[src/rtl/core/caa_pkg.sv]
package caa_pkg;

	localparam int unsigned CMD_W     = 2;
	localparam int unsigned CH_W      = 3;
	localparam int unsigned READING_W = 24;
	localparam int unsigned DAC_W     = 7;
	localparam int unsigned COUNT_W   = 16;
	localparam int unsigned CFG_IDX_W = 2;
	localparam int unsigned CFG_W     = 24;

	localparam int unsigned NUM_CHANNELS_DEF = 8;

	localparam logic [CMD_W-1:0] CMD_SAMPLE = 2'd0;
	localparam logic [CMD_W-1:0] CMD_CLEAR  = 2'd1;
	localparam logic [CMD_W-1:0] CMD_PRESET = 2'd2;

	localparam logic [CFG_IDX_W-1:0] CFG_RISE_THRESHOLD = 2'd0;
	localparam logic [CFG_IDX_W-1:0] CFG_UPPER_LIMIT    = 2'd1;
	localparam logic [CFG_IDX_W-1:0] CFG_LOWER_LIMIT    = 2'd2;
	localparam logic [CFG_IDX_W-1:0] CFG_DAC_STEP       = 2'd3;

	localparam logic [READING_W-1:0] RISE_THRESHOLD_RST = 24'd10000;
	localparam logic [READING_W-1:0] UPPER_LIMIT_RST    = 24'd16000000;
	localparam logic [READING_W-1:0] LOWER_LIMIT_RST    = 24'd1000000;
	localparam logic [DAC_W-1:0]     DAC_STEP_RST       = 7'h10;

	localparam logic [DAC_W-1:0]   DAC_MAX   = 7'h7F;
	localparam logic [COUNT_W-1:0] COUNT_MAX = 16'hFFFF;

	typedef struct packed {
		logic [CMD_W-1:0]     command;
		logic [CH_W-1:0]      channel;
		logic [READING_W-1:0] reading;
		logic                 maintenance;
		logic [DAC_W-1:0]     preset_value;
	} in_item_t;

	typedef struct packed {
		logic [CH_W-1:0]    out_channel;
		logic               detected;
		logic [COUNT_W-1:0] event_count;
		logic [DAC_W-1:0]   dac_setting;
		logic               dac_changed;
	} out_item_t;

endpackage

[src/rtl/core/caa_in_if.sv]
interface caa_in_if;
	logic              valid;
	logic              ready;
	caa_pkg::in_item_t data;

	modport source (output valid, output data, input ready);
	modport sink (input valid, input data, output ready);
endinterface

[src/rtl/core/caa_out_if.sv]
interface caa_out_if;
	logic               valid;
	logic               ready;
	caa_pkg::out_item_t data;

	modport source (output valid, output data, input ready);
	modport sink (input valid, input data, output ready);
endinterface

[src/rtl/core/cap_channel_activity_and_autorange.sv]
// Activity monitor and offset DAC auto-range for a set of capacitance channels.
// req carries one command per transaction: a sample (channel, reading,
// maintenance flag), a clear of all activity counters, or a DAC preset.
// rsp returns exactly one result per request: the channel echoed, the
// detection flag, the channel's counter and DAC setting after the command,
// and whether the DAC setting changed.
// The per-channel register file is read, updated and the result captured in the
// output register at the edge the request is accepted.
// Throughput is one transaction per cycle while rsp does not stall; the register
// file read-modify-write completes in that same cycle, so back-to-back samples of
// one channel see each other's updates.
// When rsp stalls, the output register holds its result and req.ready drops;
// it rises again in the cycle the result is taken. Reset clears counters, DAC
// settings and per-channel first-sample flags and loads the default configuration.
// Configuration writes (cfg_we, cfg_index, cfg_data) take effect at the next edge;
// the user must make them only while the block is idle; the block does not check.
module cap_channel_activity_and_autorange #(
	parameter int unsigned NUM_CHANNELS = caa_pkg::NUM_CHANNELS_DEF
) (
	input  logic                          clk,
	input  logic                          arst_n,
	input  logic                          cfg_we,
	input  logic [caa_pkg::CFG_IDX_W-1:0] cfg_index,
	input  logic [caa_pkg::CFG_W-1:0]     cfg_data,
	caa_in_if.sink                        req,
	caa_out_if.source                     rsp
);

	// only channel codes below both the channel count and the field range are reachable
	localparam int unsigned CH_CODES = 1 << caa_pkg::CH_W;
	localparam int unsigned DEPTH    = (NUM_CHANNELS < CH_CODES) ? NUM_CHANNELS : CH_CODES;
	localparam int unsigned IDX_W    = (DEPTH > 1) ? $clog2(DEPTH) : 1;

	logic [caa_pkg::READING_W-1:0] rise_threshold_q;
	logic [caa_pkg::READING_W-1:0] upper_limit_q;
	logic [caa_pkg::READING_W-1:0] lower_limit_q;
	logic [caa_pkg::DAC_W-1:0]     dac_step_q;

	logic [caa_pkg::READING_W-1:0] prev_reading_q [DEPTH];
	logic [DEPTH-1:0]              prev_valid_q;
	logic [caa_pkg::COUNT_W-1:0]   count_q [DEPTH];
	logic [caa_pkg::DAC_W-1:0]     dac_q [DEPTH];

	logic               out_valid_q;
	caa_pkg::out_item_t out_data_q;

	logic                          accept;
	logic                          ch_ok;
	logic [IDX_W-1:0]              idx;
	logic [caa_pkg::READING_W:0]   rise_limit;
	logic [caa_pkg::DAC_W:0]       dac_up;
	logic [caa_pkg::DAC_W-1:0]     cur_dac;
	logic [caa_pkg::COUNT_W-1:0]   cur_count;
	logic [caa_pkg::DAC_W-1:0]     adj_dac;
	logic                          is_sample;
	logic                          is_preset;
	logic                          is_clear;
	logic                          detect;
	logic                          count_inc;
	logic [caa_pkg::COUNT_W-1:0]   new_count;
	logic [caa_pkg::DAC_W-1:0]     new_dac;
	caa_pkg::out_item_t            result;

	assign accept    = req.valid && req.ready;
	assign req.ready = !out_valid_q || rsp.ready;
	assign rsp.valid = out_valid_q;
	assign rsp.data  = out_data_q;

	assign ch_ok     = {1'b0, 7'(req.data.channel)} < 8'(NUM_CHANNELS);
	assign idx       = req.data.channel[IDX_W-1:0];
	assign cur_dac   = dac_q[idx];
	assign cur_count = count_q[idx];
	assign is_clear  = req.data.command == caa_pkg::CMD_CLEAR;
	assign is_sample = ch_ok && (req.data.command == caa_pkg::CMD_SAMPLE);
	assign is_preset = ch_ok && (req.data.command == caa_pkg::CMD_PRESET);

	// previous + threshold at one extra bit so it never wraps
	assign rise_limit = {1'b0, prev_reading_q[idx]} + {1'b0, rise_threshold_q};
	assign detect     = is_sample && prev_valid_q[idx]
	                    && ({1'b0, req.data.reading} > rise_limit);
	assign count_inc  = detect && !req.data.maintenance && (cur_count != caa_pkg::COUNT_MAX);
	assign dac_up     = {1'b0, cur_dac} + {1'b0, dac_step_q};

	always_comb begin
		adj_dac = cur_dac;
		if (req.data.reading > upper_limit_q) begin
			adj_dac = (dac_up > {1'b0, caa_pkg::DAC_MAX}) ? caa_pkg::DAC_MAX
			                                              : dac_up[caa_pkg::DAC_W-1:0];
		end else if (req.data.reading < lower_limit_q) begin
			adj_dac = (cur_dac >= dac_step_q) ? cur_dac - dac_step_q : '0;
		end
	end

	always_comb begin
		new_count = count_inc ? cur_count + 1'b1 : cur_count;
		if (is_sample) begin
			new_dac = adj_dac;
		end else if (is_preset) begin
			new_dac = req.data.preset_value;
		end else begin
			new_dac = cur_dac;
		end

		result.out_channel = req.data.channel;
		result.detected    = detect;
		result.event_count = '0;
		result.dac_setting = '0;
		result.dac_changed = 1'b0;
		if (ch_ok) begin
			result.dac_setting = new_dac;
			result.dac_changed = new_dac != cur_dac;
			if (!is_clear) begin
				result.event_count = new_count;
			end
		end
	end

	always_ff @(posedge clk or negedge arst_n) begin
		if (!arst_n) begin
			rise_threshold_q <= caa_pkg::RISE_THRESHOLD_RST;
			upper_limit_q    <= caa_pkg::UPPER_LIMIT_RST;
			lower_limit_q    <= caa_pkg::LOWER_LIMIT_RST;
			dac_step_q       <= caa_pkg::DAC_STEP_RST;
		end else if (cfg_we) begin
			unique case (cfg_index)
				caa_pkg::CFG_RISE_THRESHOLD: rise_threshold_q <= cfg_data;
				caa_pkg::CFG_UPPER_LIMIT:    upper_limit_q    <= cfg_data;
				caa_pkg::CFG_LOWER_LIMIT:    lower_limit_q    <= cfg_data;
				caa_pkg::CFG_DAC_STEP:       dac_step_q       <= cfg_data[caa_pkg::DAC_W-1:0];
				default: ;
			endcase
		end
	end

	always_ff @(posedge clk or negedge arst_n) begin
		if (!arst_n) begin
			prev_valid_q <= '0;
			for (int i = 0; i < DEPTH; i++) begin
				count_q[i] <= '0;
				dac_q[i]   <= '0;
			end
		end else if (accept) begin
			if (is_clear) begin
				for (int i = 0; i < DEPTH; i++) begin
					count_q[i] <= '0;
				end
			end
			if (is_sample) begin
				prev_valid_q[idx] <= 1'b1;
				count_q[idx]      <= new_count;
			end
			if (is_sample || is_preset) begin
				dac_q[idx] <= new_dac;
			end
		end
	end

	always_ff @(posedge clk) begin
		if (accept && is_sample) begin
			prev_reading_q[idx] <= req.data.reading;
		end
	end

	always_ff @(posedge clk or negedge arst_n) begin
		if (!arst_n) begin
			out_valid_q <= 1'b0;
		end else if (req.ready) begin
			out_valid_q <= req.valid;
		end
	end

	always_ff @(posedge clk) begin
		if (accept) begin
			out_data_q <= result;
		end
	end

endmodule

[src/flat_wrapper.sv]
// flat-port wrapper written by rule: the top's interface ports become plain ports
module cap_channel_activity_and_autorange_flat 
#(
	parameter int unsigned NUM_CHANNELS = caa_pkg::NUM_CHANNELS_DEF
)
  (clk, arst_n, cfg_we, cfg_index, cfg_data, req_valid, req_data, req_ready, rsp_valid, rsp_data, rsp_ready);
  caa_in_if req_i ();
  caa_out_if rsp_i ();
  input  logic clk;
  input  logic arst_n;
  input  logic cfg_we;
  input  logic [caa_pkg::CFG_IDX_W-1:0] cfg_index;
  input  logic [caa_pkg::CFG_W-1:0] cfg_data;
  input wire logic [$bits(req_i.valid)-1:0] req_valid;
  input wire logic [$bits(req_i.data)-1:0] req_data;
  output wire logic [$bits(req_i.ready)-1:0] req_ready;
  output wire logic [$bits(rsp_i.valid)-1:0] rsp_valid;
  output wire logic [$bits(rsp_i.data)-1:0] rsp_data;
  input wire logic [$bits(rsp_i.ready)-1:0] rsp_ready;
  assign req_i.valid = req_valid;
  assign req_i.data = req_data;
  assign req_ready = req_i.ready;
  assign rsp_valid = rsp_i.valid;
  assign rsp_data = rsp_i.data;
  assign rsp_i.ready = rsp_ready;
  cap_channel_activity_and_autorange #(.NUM_CHANNELS(NUM_CHANNELS)) u_core (.clk(clk), .arst_n(arst_n), .cfg_we(cfg_we), .cfg_index(cfg_index), .cfg_data(cfg_data), .req(req_i), .rsp(rsp_i));
endmodule
[config.mk]
export PLATFORM = sky130hd
export DESIGN_NAME = cap_channel_activity_and_autorange_flat
export DESIGN_NICKNAME = d
export VERILOG_FILES = /design/src/rtl/core/caa_pkg.sv /design/src/rtl/core/caa_in_if.sv /design/src/rtl/core/caa_out_if.sv /design/src/rtl/core/cap_channel_activity_and_autorange.sv /design/src/flat_wrapper.sv
export SDC_FILE = /design/constraint.sdc
export NUM_CORES = 1
export LEC_CHECK = 0
export BUFFER_PORTS_ARGS = -buffer_cell sky130_fd_sc_hd__buf_2
export CAP_MARGIN = 20
export CORE_MARGIN = 2
export CORE_UTILIZATION = 45
export CTS_CLUSTER_SIZE = 40
export DETAILED_ROUTE_END_ITERATION = 10
export MAX_ROUTING_LAYER = met4
export SLEW_MARGIN = 30
export SYNTH_ARGS = -nofsm -noshare
export SYNTH_HDL_FRONTEND = slang
export SYNTH_SLANG_ARGS = --single-unit
[constraint.sdc]
create_clock -name clk -period 12.2 [get_ports clk]
set_clock_uncertainty 0.1 [all_clocks]
set_input_delay 3.66 -clock clk [delete_from_list [all_inputs] [get_ports clk]]
set_output_delay 3.66 -clock clk [all_outputs]
set_load 0.02 [all_outputs]
==> metrics.md <==
| Metric | Value |
|---|---|
| Reg clk slew, reported paths | 60 ps |
| CP top delay family | simple AND/OR/NAND/NOR gates |
| Worst Setup SP | req_data[33] |
| Slew @ Worst Pin | 1010 ps |
| Nets@finish | 2241 |
| Antenna Nets Post-Route | 0 |
| DRC | 0 |
| Startpoint Class | input port |
| Cell Pwr Density | 168 nW/um^2 |
| Hold Slack | 363 ps |
| Area delta synth->final | 14.0% |
| Unrepaired setup endpoints after global routing | no |
| Hold_sp | u_core.prev_valid_q[5] |
| Max clock buf depth | 3 |
| Most common cell in the synthesized netlist | dfrtp_1 |
| Post-cts resize count | 0 |
| Final min period | 10770 ps |
| Critical path arrival | 11010 ps |
| Asr flop ratio synth | 0.553 |
| Hold Buf Count CTS | 0 |
| R2R Path Start | u_core.prev_reading_q[3][4] |
| EDFF count, synth | 220 |
| Peak Freq | 92.8 MHz |
| CTS Sinks | 492 |
| Worst VDD drop | 0.000115 V |
| Max Cap Viol | 0 |
| Global route overflow | 0 |
| Die Wd | 234 um |
| Core Area | 52400 um^2 |
| Drt first pass iters | 5 |
| Yosys warnings | 0 |
| TNS Setup | 0 ps |
| Combinational power share | 0.191 |
| Global placement routability congestion | 0.877 |
| Post-DP HPWL | 43200 um |
| All-Layer GR Usage | 0.255 |
| Yosys top cell by area | edfxtp_1 |
| Vias in the first global route | 16.5k |
| Synth Area per Inst | 12.3 um^2 |
| Setup CP Type | in2reg |
| Routed len/inst | 23.9 um |
| Clock Tree Root | clkbuf_16 |
| Worst skew pair latency | 630 ps |
| Hold Crit Class | reg2reg |
| Die area | 54800 um^2 |
| Fraction of layout cells with a size suffix above 1 | 0.230 |
| Syn Std Cell Area | 23800 um^2 |
| Sequential power share | 0.426 |
| Internal power | 3.29 mW |
| Slew margin rel. | 0.322 |
| Most frequent cells after synthesis | 252 x dfrtp_1, 220 x edfxtp_1, 189 x nand2_1, 153 x o21ai_0, 152 x mux2_2 |
| Fin cells | 2793 |
| Vias | 16.4k |
| Critical Path RT | 12440 ps |
| Mapped Cells | 1946 |
| # setup viols final | 0 |
| H-tree depth | 2 |
| Max FO, Critical Path | 21 |
| First-pass GRT wire length | 101000 um |
| Initial antenna violation count | 1 |
| Clock network power share | 0.383 |
| Final Hold Viols | 0 |
| CP endpoint kind | register |
| Final wirelength | 66800 um |
| Sw frac | 0.279 |
| DR vias/cell | 5.88 |
| Port Buf Inserts | 97 |
| Post-CTS Setup Inserts | 0 |
| NetSw | 1.27 mW |
| Buf/Inv on CP | 2 |
| Post-synth top area share | 0.277 |
| Fin. max-slew vios | 0 |
| Tot Pwr | 4.56 mW |
| Largest net degree at the start of global routing | 164 |
| CTS tree | yes |
| CTS buffer count | 52 |
| Iter 0 DRT Violations | 1533 |
| Std cell rows | 84 |
| Die Y | 234 um |
| Most area-consuming cells after synthesis | edfxtp_1 28%, dfrtp_1 26%, mux2_2 7.2% |
| Synth Net Count | 2127 |
| I/O Pins | 98 |
| Synth unique cells | 94 |
| Register area share after synthesis | 0.564 |
| FF+latch count, synth | 492 |
| Crit share post-route | 0.883 |
| CP max-delay cell | nor2b_1 |
| Leakage power | 11.1 nW |
| Primary FF master, synth | dfrtp_1 |
| Placed instance count | 2692 |
| Status | complete, no violations |
| CP peak stage delay | 660 ps |
| Initial Util | 0.455 |
## sequential cells by signal, summed over array words and instances, names as in the netlist
name                     flops
u_core.rsp.valid             1
u_core.prev_valid_q          8
u_core.dac_step_q            7
u_core.lower_limit_q        24
u_core.dac_q                56
u_core.prev_reading_q      192
u_core.rsp.data             28
u_core.upper_limit_q        24
u_core.rise_threshold_q     24
u_core.count_q             128
## area by class of cell
class,count,area [um^2]
multi-input combinational,1278,9710
inverter,87,327
clock buffer,65,1420
sequential,492,13400
timing repair buffer,149,941
antenna,1,2.50
fill,4474,25300
clock inverter,33,483
tap,688,861
## power by group through the flow
| stage | clock [mW] | combinational, mW | sequential (mW) |
|---|---|---|---|
| after global placement | 0 | 0.846 | 1.97 |
| after floorplan | 0 | 0.608 | 1.96 |
| final | 1.75 | 0.873 | 1.94 |
| after CTS | 1.77 | 0.870 | 1.94 |
| after detailed placement | 0 | 0.863 | 1.97 |
| after global routing | 1.84 | 0.973 | 1.96 |
## path summary, 6_finish.rpt
check | to | slack (ps) | cells past startpoint
worst max-delay path | u_core.rsp.data[15] | 1430 | 28
worst min-delay path | u_core.prev_valid_q[5] | 360 | 1
worst max register to register | u_core.rsp.data[15] | 5510 | 23
worst min register to register | u_core.prev_valid_q[5] | 360 | 1
max in group asynchronous | u_core.upper_limit_q[5] | 7940 | 3
min in group asynchronous | u_core.count_q[118] | 2800 | 1
## metal layers
layer,track usage,vias up,part of all wire
met1,0.341,8291,0.44
met2,0.406,567,0.47
li1,-,7443,-
met3,0.0355,131,0.059
met4,0.0779,0,0.029
met5,-,-,0
## worst register-to-register path, delay by kind of cell (launching register included)
family          cells  cell delay (ps)
xor+xnor            1              530
flops               1              360
simple gates        9             2450
fa+ha+maj           2              540
mux                 1              260
compound gates     10             2150
## cell usage in the layout, fill, tap and decap left out, types with 10 or more instances in the layout
cell type / synthesis / final
nand3_1: 26 / 26
nor2b_1: 13 / 13
o21ai_1: 31 / 27
clkinvlp_4: 0 / 10
nand2_1: 189 / 189
mux2_2: 152 / 152
and3_1: 11 / 11
nand2b_1: 20 / 20
a22oi_1: 75 / 75
inv_1: 85 / 85
a211oi_1: 12 / 12
clkbuf_16: 0 / 53
ha_1: 110 / 110
nor3_1: 16 / 13
a21oi_1: 73 / 72
buf_2: 4 / 95
edfxtp_1: 220 / 220
xnor2_1: 14 / 14
a22o_1: 10 / 10
nand4_1: 23 / 23
dfstp_2: 20 / 20
a221oi_1: 36 / 36
mux2i_1: 23 / 22
a21o_1: 22 / 22
and2_1: 14 / 13
buf_4: 7 / 50
xor2_1: 17 / 17
nor2_1: 87 / 85
dfrtp_1: 252 / 252
bufinv_16: 0 / 10
o21ai_0: 153 / 153
mux4_2: 15 / 15
## kinds of logic (layout without fill, tap and decap cells)
family,count (synthesis),count (layout),share of synthesized area
flip-flops,492,492,0.564
AO/OA/AOI/OAI,483,483,0.130
AND/OR/NAND/NOR,446,446,0.0958
multiplexers,193,193,0.0979
buffers and inverters,176,334,0.0329
adder cells (fa/ha/maj),113,113,0.0602
XOR/XNOR,43,43,0.0196
other,0,1,0
## stage by stage
step                      cell area, um^2  setup WS, ps   util
after detailed placement            25200           860  0.480
after CTS                           27100          1490  0.517
after global placement              25200           680  0.480
final                               27200          1430  0.518
after floorplan                     23800          2060      -
after global routing                27200           802  0.518
Note: power is estimated with default switching activity, not from simulation.
